===== src/design/swt_pkg.sv =====
// Types, codes and constants shared by the shell word tokenizer modules.
package swt_pkg;

  localparam int QUEUE_DEPTH = 4;
  localparam int MAX_RESULTS = 3;

  localparam logic [5:0] WORD_LIMIT_RESET = 6'd31;

  // Result kinds.
  localparam logic [2:0] KIND_CHAR     = 3'd0;
  localparam logic [2:0] KIND_WORD_END = 3'd1;
  localparam logic [2:0] KIND_LINE_OK  = 3'd2;
  localparam logic [2:0] KIND_TOO_MANY = 3'd3;
  localparam logic [2:0] KIND_QUOTE    = 3'd4;

  // Characters with a meaning to the parser.
  localparam logic [7:0] CH_NUL    = 8'h00;
  localparam logic [7:0] CH_TAB    = 8'h09;
  localparam logic [7:0] CH_SPACE  = 8'h20;
  localparam logic [7:0] CH_DQUOTE = 8'h22;
  localparam logic [7:0] CH_SQUOTE = 8'h27;
  localparam logic [7:0] CH_BSLASH = 8'h5C;

  typedef enum logic [2:0] {
    MODE_BETWEEN,
    MODE_WORD,
    MODE_SQ,
    MODE_DQ,
    MODE_DONE
  } mode_t;

  typedef enum logic [1:0] {
    ERR_NONE,
    ERR_TOO_MANY,
    ERR_QUOTE
  } err_t;

  typedef struct packed {
    logic [2:0] kind;
    logic [7:0] out_char;
    logic [5:0] word_index;
  } result_t;

  // All results caused by one input item; count is 1 to 3.
  typedef struct packed {
    logic [1:0]        count;
    result_t [2:0]     res;
  } entry_t;

  typedef struct packed {
    logic full;
    logic empty;
  } q_stat_t;

endpackage


===== src/design/swt_front.sv =====
// Front end: accepts characters, tracks the quoting state and builds result groups.
module swt_front (
  input  logic              clk,
  input  logic              rst,
  input  logic              cfg_we,
  input  logic [5:0]        cfg_wdata,
  input  logic              in_valid,
  output logic              in_stall,
  input  logic [7:0]        ch,
  input  logic              line_end,
  input  swt_pkg::q_stat_t  q_stat,
  output logic              push,
  output swt_pkg::entry_t   push_entry
);

  swt_pkg::mode_t  mode, mode_next;
  swt_pkg::err_t   err, err_next;
  logic            esc, esc_next;
  logic [5:0]      word_count, word_count_next;
  logic [5:0]      word_limit;
  logic            accept;
  logic [1:0]      n;
  logic            is_sep;
  logic            start_ok;
  logic [5:0]      cur_word;

  assign in_stall = q_stat.full;
  assign accept   = in_valid & ~q_stat.full;
  assign push     = accept & (n != 2'd0);
  assign is_sep   = (ch == swt_pkg::CH_SPACE) || (ch == swt_pkg::CH_TAB);

  always_ff @(posedge clk) begin
    if (rst) begin
      word_limit <= swt_pkg::WORD_LIMIT_RESET;
    end else if (cfg_we) begin
      word_limit <= cfg_wdata;
    end
  end

  always_ff @(posedge clk) begin
    if (rst) begin
      mode       <= swt_pkg::MODE_BETWEEN;
      err        <= swt_pkg::ERR_NONE;
      esc        <= 1'b0;
      word_count <= 6'd0;
    end else if (accept) begin
      mode       <= mode_next;
      err        <= err_next;
      esc        <= esc_next;
      word_count <= word_count_next;
    end
  end

  always_comb begin
    mode_next       = mode;
    err_next        = err;
    esc_next        = esc;
    word_count_next = word_count;
    push_entry      = '0;
    n               = 2'd0;
    start_ok        = 1'b0;
    cur_word        = word_count - 6'd1;

    if (mode != swt_pkg::MODE_DONE) begin
      if (line_end || ch == swt_pkg::CH_NUL) begin
        // End of the text: flush a pending backslash, close an open word or flag an open quote.
        if (esc) begin
          push_entry.res[n] = '{swt_pkg::KIND_CHAR, swt_pkg::CH_BSLASH, cur_word};
          n = n + 2'd1;
          esc_next = 1'b0;
        end
        if (mode == swt_pkg::MODE_SQ || mode == swt_pkg::MODE_DQ) begin
          err_next = swt_pkg::ERR_QUOTE;
        end else if (mode == swt_pkg::MODE_WORD) begin
          push_entry.res[n] = '{swt_pkg::KIND_WORD_END, 8'd0, cur_word};
          n = n + 2'd1;
        end
        mode_next = swt_pkg::MODE_DONE;
      end else if (esc) begin
        push_entry.res[n] = '{swt_pkg::KIND_CHAR, ch, cur_word};
        n = n + 2'd1;
        esc_next = 1'b0;
      end else begin
        start_ok = 1'b1;
        if (mode == swt_pkg::MODE_BETWEEN) begin
          if (is_sep) begin
            start_ok = 1'b0;
          end else if (word_count >= word_limit) begin
            err_next  = swt_pkg::ERR_TOO_MANY;
            mode_next = swt_pkg::MODE_DONE;
            start_ok  = 1'b0;
          end else begin
            word_count_next = word_count + 6'd1;
            mode_next       = swt_pkg::MODE_WORD;
            cur_word        = word_count;
          end
        end
        if (start_ok) begin
          unique case (mode_next)
            swt_pkg::MODE_SQ: begin
              if (ch == swt_pkg::CH_SQUOTE) begin
                mode_next = swt_pkg::MODE_WORD;
              end else begin
                push_entry.res[n] = '{swt_pkg::KIND_CHAR, ch, cur_word};
                n = n + 2'd1;
              end
            end
            swt_pkg::MODE_DQ: begin
              if (ch == swt_pkg::CH_DQUOTE) begin
                mode_next = swt_pkg::MODE_WORD;
              end else if (ch == swt_pkg::CH_BSLASH) begin
                esc_next = 1'b1;
              end else begin
                push_entry.res[n] = '{swt_pkg::KIND_CHAR, ch, cur_word};
                n = n + 2'd1;
              end
            end
            default: begin
              if (ch == swt_pkg::CH_DQUOTE) begin
                mode_next = swt_pkg::MODE_DQ;
              end else if (ch == swt_pkg::CH_SQUOTE) begin
                mode_next = swt_pkg::MODE_SQ;
              end else if (ch == swt_pkg::CH_BSLASH) begin
                esc_next = 1'b1;
              end else if (is_sep) begin
                push_entry.res[n] = '{swt_pkg::KIND_WORD_END, 8'd0, cur_word};
                n = n + 2'd1;
                mode_next = swt_pkg::MODE_BETWEEN;
              end else begin
                push_entry.res[n] = '{swt_pkg::KIND_CHAR, ch, cur_word};
                n = n + 2'd1;
              end
            end
          endcase
        end
      end
    end

    if (line_end) begin
      // Line status, then a clean state for the next line.
      unique case (err_next)
        swt_pkg::ERR_NONE:     push_entry.res[n].kind = swt_pkg::KIND_LINE_OK;
        swt_pkg::ERR_TOO_MANY: push_entry.res[n].kind = swt_pkg::KIND_TOO_MANY;
        default:               push_entry.res[n].kind = swt_pkg::KIND_QUOTE;
      endcase
      push_entry.res[n].out_char   = 8'd0;
      push_entry.res[n].word_index = word_count_next;
      n = n + 2'd1;
      mode_next       = swt_pkg::MODE_BETWEEN;
      err_next        = swt_pkg::ERR_NONE;
      esc_next        = 1'b0;
      word_count_next = 6'd0;
    end

    push_entry.count = n;
  end

endmodule


===== src/design/swt_queue.sv =====
// Short queue of result groups between the front end and the output sequencer.
module swt_queue #(
  parameter int Depth = swt_pkg::QUEUE_DEPTH
) (
  input  logic              clk,
  input  logic              rst,
  input  logic              push,
  input  swt_pkg::entry_t   push_entry,
  input  logic              pop,
  output swt_pkg::entry_t   head,
  output swt_pkg::q_stat_t  q_stat
);

  localparam int PtrW = (Depth > 1) ? $clog2(Depth) : 1;
  localparam int CntW = $clog2(Depth + 1);
  localparam logic [PtrW-1:0] LastPtr = PtrW'(Depth - 1);
  localparam logic [CntW-1:0] FullCnt = CntW'(Depth);

  swt_pkg::entry_t   slots [Depth];
  logic [PtrW-1:0]   wr_ptr;
  logic [PtrW-1:0]   rd_ptr;
  logic [CntW-1:0]   count;

  assign head         = slots[rd_ptr];
  assign q_stat.full  = (count == FullCnt);
  assign q_stat.empty = (count == '0);

  always_ff @(posedge clk) begin
    if (push) begin
      slots[wr_ptr] <= push_entry;
    end
  end

  always_ff @(posedge clk) begin
    if (rst) begin
      wr_ptr <= '0;
      rd_ptr <= '0;
      count  <= '0;
    end else begin
      if (push) begin
        wr_ptr <= (wr_ptr == LastPtr) ? '0 : wr_ptr + PtrW'(1);
      end
      if (pop) begin
        rd_ptr <= (rd_ptr == LastPtr) ? '0 : rd_ptr + PtrW'(1);
      end
      if (push && !pop) begin
        count <= count + CntW'(1);
      end else if (pop && !push) begin
        count <= count - CntW'(1);
      end
    end
  end

endmodule


===== src/design/swt_back.sv =====
// Back end: steps through the results of the head group, one transaction per cycle while out_stall is low.
module swt_back (
  input  logic              clk,
  input  logic              rst,
  input  swt_pkg::entry_t   head,
  input  swt_pkg::q_stat_t  q_stat,
  output logic              pop,
  output logic              out_valid,
  input  logic              out_stall,
  output logic [2:0]        kind,
  output logic [7:0]        out_char,
  output logic [5:0]        word_index,
  output logic              last
);

  logic [1:0]       sub;
  logic             take;
  swt_pkg::result_t cur;

  assign out_valid  = ~q_stat.empty;
  assign cur        = head.res[sub];
  assign kind       = cur.kind;
  assign out_char   = cur.out_char;
  assign word_index = cur.word_index;
  assign last       = (sub == head.count - 2'd1);
  assign take       = out_valid & ~out_stall;
  assign pop        = take & last;

  always_ff @(posedge clk) begin
    if (rst) begin
      sub <= 2'd0;
    end else if (take) begin
      sub <= last ? 2'd0 : sub + 2'd1;
    end
  end

endmodule


===== src/design/shell_word_tokenizer.sv =====
// Top level of the shell word tokenizer.
//
//   channel | direction | handshake            | payload
//   --------+-----------+----------------------+-------------------------------------
//   cfg     | in        | cfg_we               | cfg_wdata (word_limit)
//   in      | in        | in_valid / in_stall  | ch, line_end
//   out     | out       | out_valid / out_stall| kind, out_char, word_index, last
//
// One character is taken every cycle while the result queue has room; the parse state
// updates in that same cycle, so items follow back to back.
// Results leave the output one per cycle while out_stall is low; an item gives 0 to 3
// results, written to the result queue and shown once the groups ahead of them have left.
// in_stall rises only when the QueueDepth-entry result queue is full.
// Reset clears the parse state, empties the queue and sets word_limit to 31.
module shell_word_tokenizer #(
  parameter int QueueDepth = swt_pkg::QUEUE_DEPTH
) (
  input  logic        clk,
  input  logic        rst,
  input  logic        cfg_we,
  input  logic [5:0]  cfg_wdata,
  input  logic        in_valid,
  output logic        in_stall,
  input  logic [7:0]  ch,
  input  logic        line_end,
  output logic        out_valid,
  input  logic        out_stall,
  output logic [2:0]  kind,
  output logic [7:0]  out_char,
  output logic [5:0]  word_index,
  output logic        last
);

  logic              push;
  logic              pop;
  swt_pkg::entry_t   push_entry;
  swt_pkg::entry_t   head;
  swt_pkg::q_stat_t  q_stat;

  swt_front u_front (
    .clk        (clk),
    .rst        (rst),
    .cfg_we     (cfg_we),
    .cfg_wdata  (cfg_wdata),
    .in_valid   (in_valid),
    .in_stall   (in_stall),
    .ch         (ch),
    .line_end   (line_end),
    .q_stat     (q_stat),
    .push       (push),
    .push_entry (push_entry)
  );

  swt_queue #(
    .Depth (QueueDepth)
  ) u_queue (
    .clk        (clk),
    .rst        (rst),
    .push       (push),
    .push_entry (push_entry),
    .pop        (pop),
    .head       (head),
    .q_stat     (q_stat)
  );

  swt_back u_back (
    .clk        (clk),
    .rst        (rst),
    .head       (head),
    .q_stat     (q_stat),
    .pop        (pop),
    .out_valid  (out_valid),
    .out_stall  (out_stall),
    .kind       (kind),
    .out_char   (out_char),
    .word_index (word_index),
    .last       (last)
  );

endmodule


===== config.mk =====
export PLATFORM = sky130hd
export DESIGN_NAME = shell_word_tokenizer
export DESIGN_NICKNAME = d
export VERILOG_FILES = /design/src/design/swt_pkg.sv /design/src/design/swt_front.sv /design/src/design/swt_queue.sv /design/src/design/swt_back.sv /design/src/design/shell_word_tokenizer.sv
export SDC_FILE = /design/constraint.sdc
export NUM_CORES = 1
export LEC_CHECK = 0
export ABC_AREA = 1
export BUFFER_PORTS_ARGS = -buffer_cell sky130_fd_sc_hd__buf_2
export CAP_MARGIN = 10
export CORE_AREA = 2 2 121 123
export DETAILED_ROUTE_END_ITERATION = 6
export DIE_AREA = 0 0 123 125
export GPL_TIMING_DRIVEN = 0
export PLACE_DENSITY = 0.8
export SETUP_SLACK_MARGIN = 0.05
export SLEW_MARGIN = 10
export SYNTH_ARGS = -nofsm -noshare
export SYNTH_HDL_FRONTEND = slang
export SYNTH_SLANG_ARGS = --single-unit

===== constraint.sdc =====
create_clock -name clk -period 5.5 [get_ports clk]
set_input_delay 0.55 -clock clk [delete_from_list [all_inputs] [get_ports clk]]
set_output_delay 0.55 -clock clk [all_outputs]
set_load 0.01 [all_outputs]

**Word-level counts from Yosys, hierarchy flattened**

Memories as Yosys holds them, arrays and structs flattened. A register that Yosys moved wholly into a read port is not among the register bits.
Cells that the tools add are included.

- Register bits: 27
- RAM bits: 212
- Output and inout port bits: 20
- Memories: 1

- Add/subtract/negate cells: 10
- $lt $le $gt $ge: 6
- Equal/unequal tests: 17
- Mux-type cells: 114
- Bitwise operators: 7
- Reduce and logical (&&, ||, !) cells: 18

Memories:

| memory | depth | bits a word | rd ports | clocked after memory_dff | wr ports | line | text |
|---|---|---|---|---|---|---|---|
| u_queue.slots | 4 | 53 | 1 | 1 | 1 | swt_queue.sv:19 | `swt_pkg::entry_t slots [Depth];` |

Operator list:

| operator | number |
|---|---|
| $bwmux 51 | 6 |
| $mux 51 | 5 |
| $mux 17 | 12 |
| $demux 17 s2 | 4 |
| $pmux 51 s2 | 1 |
| $mux 6 | 11 |
| $mux 3 | 19 |
| $mux 2 | 25 |
| $mux 14 | 3 |
| $bmux 17 s2 | 1 |
| $mux 34 | 1 |
| $pmux 17 s2 | 1 |
| $eq 8x6->1 const B | 3 |
| $mux 1 | 20 |
| $mux 15 | 1 |
| $mux 13 | 1 |
| $eq 3x2->1 const B | 4 |
| $add 2x1->2 const B | 5 |
| $lt 2x3->1 const B | 3 |
| $eq 8x4->1 const B | 1 |
| $eq 8x7->1 const B | 1 |
| $logic_not 8->1 | 1 |
| $add 6x1->6 const B | 1 |
| $ge 6x6->1 | 1 |
| other kinds (24) | 41 |

**Depth between registers and ports, before layout**

- Word-level depth: 23
- Depth in mapped cells: 26
- Gate-level depth less buffers: 26

**By module**

A second synthesis with hierarchy kept.

- Cells, all modules: 1100
- Area, all modules: 11427.2 sq um

Modules (own cells, without submodules):

| module | instances | cells each | area an instance (sq um) |
|---|---|---|---|
| swt_queue | 1 | 572 | 8493.1 |
| swt_front | 1 | 425 | 2397.3 |
| swt_back | 1 | 103 | 536.8 |

**Worst setup path after synthesis**

OpenSTA, ideal clock, no wires.

- Path type: register to register
- Start: register u_front.word_count[0]
- End: memory u_queue.slots[3][0] in the netlist's numbering (enable)
- Data arrival time: 3842 ps
- Path slack: 1227 ps
- Stages on the path, launching flop included: 20
- Path buffers: 0
- Period minus slack after synthesis: 4273 ps
- Cells stage by stage: dfxtp_1 inv_1 ha_1 inv_1 nand2_1 nand2_1 nand2_1 nand2_1 nand2_1 o21bai_2 nand3_1 nand2_4 nand2_4 ha_1 nand2_1 nand2_1 inv_1 nand3_4 nand2_2 nor2_1

RTL lines:

| item | line | text |
|---|---|---|
| start: declaration | swt_front.sv:19 | `logic [5:0] word_count, word_count_next;` |
| start signal: assignment | swt_front.sv:50 | `word_count <= word_count_next;` |
| end: declaration | swt_queue.sv:19 |  |

==> impl_metrics.csv <==
group,metric,value,unit
status,outcome,"finished, final reports clean",
power,net-switching-power,0.00106,W
worst_setup_path,worstSetupStartpointType,"flip-flop",
power,pwr-share-comb,22.1,%
timing,hold_ws,0.327,ns
min_path,hold_path_startpoint,"cfg_wdata[0]",
floorplan,die_width,123,um
detailed_routing,routedWlPerCell,18.2,um
placement,dpl_cell_area,9170,sq um
detailed_routing,drcViolationCount,0,
worst_setup_path,critPathMaxStageDelay,0.51,ns
finish,multi_input_area,3170,sq um
yosys,synth.area.mux_share,0,%
yosys,synth_fp_nets,930,
clock_network,cts.sinks,177,
detailed_routing,drtIter0Drc,820,
clock_network,numCtsBuffers,17,
min_path,worstHoldEndpoint,"u_front.word_limit[0]",
finish,register_area,5020,sq um
worst_setup_path,crit_slowest_cell,"dfxtp_1",
global_route,grt_max_degree,27,
worst_setup_path,required,5.82,ns
power,clockPowerShare,32.4,%
power,p_leak,3.84,nW
worst_setup_path,critPathCaptureType,"flip-flop",
global_route,antenna_found_initial,0,
floorplan,core_region_area,14200,sq um
yosys,synth_top_family_by_area,"simple AND/OR/NAND/NOR gates",
clock_network,clockBufferDepth,2,
power,power_density,359,nW/um^2
clock_network,htree_levels,4,
global_route,met3_usage,6.48,%
timing,grt_setup_unrepaired,"false",
finish,final_cell_area,9710,sq um
min_path,min_path_type,"input port to flip-flop",
placement,gp_congestion,0.937,
yosys,ys_ff_latch,177,
finish,n_antenna_cell,0,
global_route,grt_pass1_vias,6322,
clock_network,path_clk_slew,0.06,ns
yosys,ys_seq_area_share,58.3,%
floorplan,io_pins,40,
worst_setup_path,crit_type,"flip-flop to flip-flop",
placement,dp_hpwl,14.5,mm
yosys,synth-compound-area-share,12.3,%
detailed_routing,via_per_inst,5.83,
yosys,syn_area,8620,sq um
clock_network,ctsResizeCount,0,
worst_setup_path,r2r-end,"u_queue.count[2]",
yosys,synth_cell_types,46,
timing,hold_viol_final,0,
timing,fin_setup_tns,0,ns
global_route,top_usage_layer,"met2",
yosys,synth-simple-area-share,19.5,%
yosys,synth_xor_area_share,1.36,%
global_route,grt_pass1_wl,33.2,mm
placement,port_buffers,38,
power,seq_power_share,45.6,%
power,switching_share,30.6,%
worst_setup_path,cp.arrival,4.54,ns
timing,slew_headroom,34.9,%
detailed_routing,ant_nets,0,
global_route,grt.met2_usage,44.4,%
finish,syn_to_final_growth,12.7,%
global_route,grt_overflow,0,
detailed_routing,drt_pass1_iterations,5,
worst_setup_path,rrSetupSlack,1.28,ns
worst_setup_path,timing.critical_path.mode_cell,"nand2_1",
timing,fmax,0.237,GHz
floorplan,start_util,60.7,%
worst_setup_path,crit_family,"adder cells",
floorplan,die_area,15400,sq um
clock_network,cts_root_buf,"clkbuf_16",
clock_network,post_cts_buffers,0,
worst_setup_path,path_max_fanout,7,
detailed_routing,num_vias,6684,
yosys,synthAdderAreaFrac,3.28,%
clock_network,cts_tree,"built",
yosys,ys_warn_count,0,
min_path,hold_depth,3,
job,cap_violations,0,
floorplan,fp.dieH,125,um
worst_setup_path,r2r_start,"u_front.word_count[0]",
worst_setup_path,ff2ff_path_depth,26,
finish,n_fill_cell,1085,
clock_network,cts_hold_buffers,0,
timing,clock_skew,0.00700,ns
finish,finish.net_count,991,
timing,period_needed,4.22,ns
yosys,synth_cells,888,
global_route,grt_usage,28.8,%
power,p_int,0.00242,W
global_route,use_met1,40.1,%
yosys,postSynthAreaPerCell,9.71,sq um
floorplan,rows,44,
power,vdd_drop_max,0.000227,V
finish,drive_gt1_share,13.5,%
clock_network,clkLatencyLatePin,0.44,ns
detailed_routing,wl,20.9,mm
worst_setup_path,path_buf_inv,5,
timing,slew_violations,0,
timing,worstMarginPinSlew,0.973,ns
timing,finalCritPeriodShare,76.7,%
timing,setup_viol_count_final,0,
[synth_stat cells (all sizes together)]
cell type  number  area share, %
a21oi          45            2.6
a31oi           3           0.22
a32o            1           0.12
a32oi           1           0.10
a41oi           1           0.10
and3            2           0.15
buf             9           0.48
clkbuf         25            1.1
dfxtp          29            6.7
edfxtp        148             52
fa              1           0.23
ha             21            3.0
inv            84            3.7
nand2         163            7.9
nand3          52            3.2
nand4           4           0.46
nor2          132            6.3
nor3           10           0.83
nor3b           2           0.17
nor4            1           0.25
o211ai          5           0.44
o21ai         102            6.1
o21bai          1           0.13
o22ai          29            2.1
o31ai           2           0.17
o32ai           2           0.20
or2             3           0.22
xnor2           1           0.10
xor2            9            1.3
[worst max-delay path by stage]
| stage | slack [ns] | end | from | depth (start not counted) |
|---|---|---|---|---|
| detailed placement | 1.31 | u_queue.count[2] | u_front.word_count[0] | 26 |
| CTS | 1.28 | u_queue.count[2] | u_front.word_count[0] | 26 |
| global route | 0.91 | u_queue.count[2] | u_front.word_count[0] | 26 |
| global placement | -0.37 | u_queue.slots[2][6] | u_front.word_count[0] | 19 |
| floorplan | 1.23 | u_queue.slots[3][0] | u_front.word_count[0] | 19 |
| finish | 1.28 | u_queue.count[2] | u_front.word_count[0] | 26 |
[stage by stage]
step / instances / power [W] / setup WS [ns] / util [%]
after floorplan: 888 / 0.00210 / 1.23 / -
after global placement: 1110 / 0.00234 / -0.371 / 63.7
after detailed placement: 1114 / 0.00237 / 1.31 / 64.6
after CTS: 1146 / 0.00348 / 1.28 / 68.4
after global routing: 1146 / 0.00364 / 0.907 / 68.4
final: 1146 / 0.00348 / 1.28 / 68.4
[area by class of cell]
class / count / area share, %
inverters: 84 / 3.30
multi-input cells: 593 / 32.7
clock inverters: 12 / 1.12
flip-flops and latches: 177 / 51.7
well taps: 184 / 2.37
plain buffers: 34 / 1.39
clock buffers: 20 / 4.50
repair buffers: 42 / 2.94
[worst reg2reg max path, delay by kind of cell, from the launching register on]
kind | cells | cell delay, ns
fa+ha+maj | 4 | 1.19
flops | 1 | 0.51
buf+inv | 5 | 0.56
compound gates | 5 | 0.69
simple gates | 12 | 1.14
[placed cells by master (no fill, tap or decap), types with 3 or more instances in the layout]
master,netlist,layout
a21oi_1,45,45
a31oi_1,3,3
buf_1,3,3
buf_2,6,44
clkbuf_1,25,28
clkbuf_16,0,17
clkinvlp_4,0,3
dfxtp_1,29,29
edfxtp_1,148,148
ha_1,21,21
inv_1,71,71
inv_2,11,11
nand2_1,151,151
nand2_2,4,4
nand2_4,8,8
nand3_1,50,50
nand4_1,3,3
nor2_1,124,120
nor2_2,4,4
nor2_4,3,7
nor3_1,7,7
o211ai_1,5,5
o21ai_0,96,96
o21ai_1,4,4
o22ai_1,29,29
or2_2,3,3
xor2_1,5,5
xor2_2,4,4
[cell families (layout without fill, tap and decap cells)]
| kind of cell | Yosys count | count (layout) |
|---|---|---|
| AO/OA/AOI/OAI | 192 | 192 |
| XOR/XNOR | 10 | 10 |
| adder cells (fa/ha/maj) | 22 | 22 |
| buffers and inverters | 118 | 192 |
| flip-flops | 177 | 177 |
| AND/OR/NAND/NOR | 369 | 369 |
[sequential cells by signal, summed over array words and instances, names as in the netlist, named ones only]
register	cells
u_queue.slots	148
u_front.word_count	6
u_front.word_limit	6
u_front.mode	3
u_queue.count	3
u_back.sub	2
u_front.err	2
u_queue.rd_ptr	2
u_queue.wr_ptr	2
u_front.esc	1
[power by group through the flow]
| stage | combinational [W] | sequential, W | clock, W |
|---|---|---|---|
| after floorplan | 0.000486 | 0.00161 | 0 |
| after detailed placement | 0.000756 | 0.00162 | 0 |
| after global placement | 0.000717 | 0.00162 | 0 |
| after CTS | 0.000761 | 0.00159 | 0.00113 |
| after global routing | 0.000847 | 0.00160 | 0.00119 |
| final | 0.000769 | 0.00159 | 0.00113 |
[metal layers]
metal,share of wire (%),vias up
met2,47,349
met3,8.4,53
met1,41,3099
met4,2.9,0
li1,-,3183
met5,0,-
(Power assumes the default switching activity.)
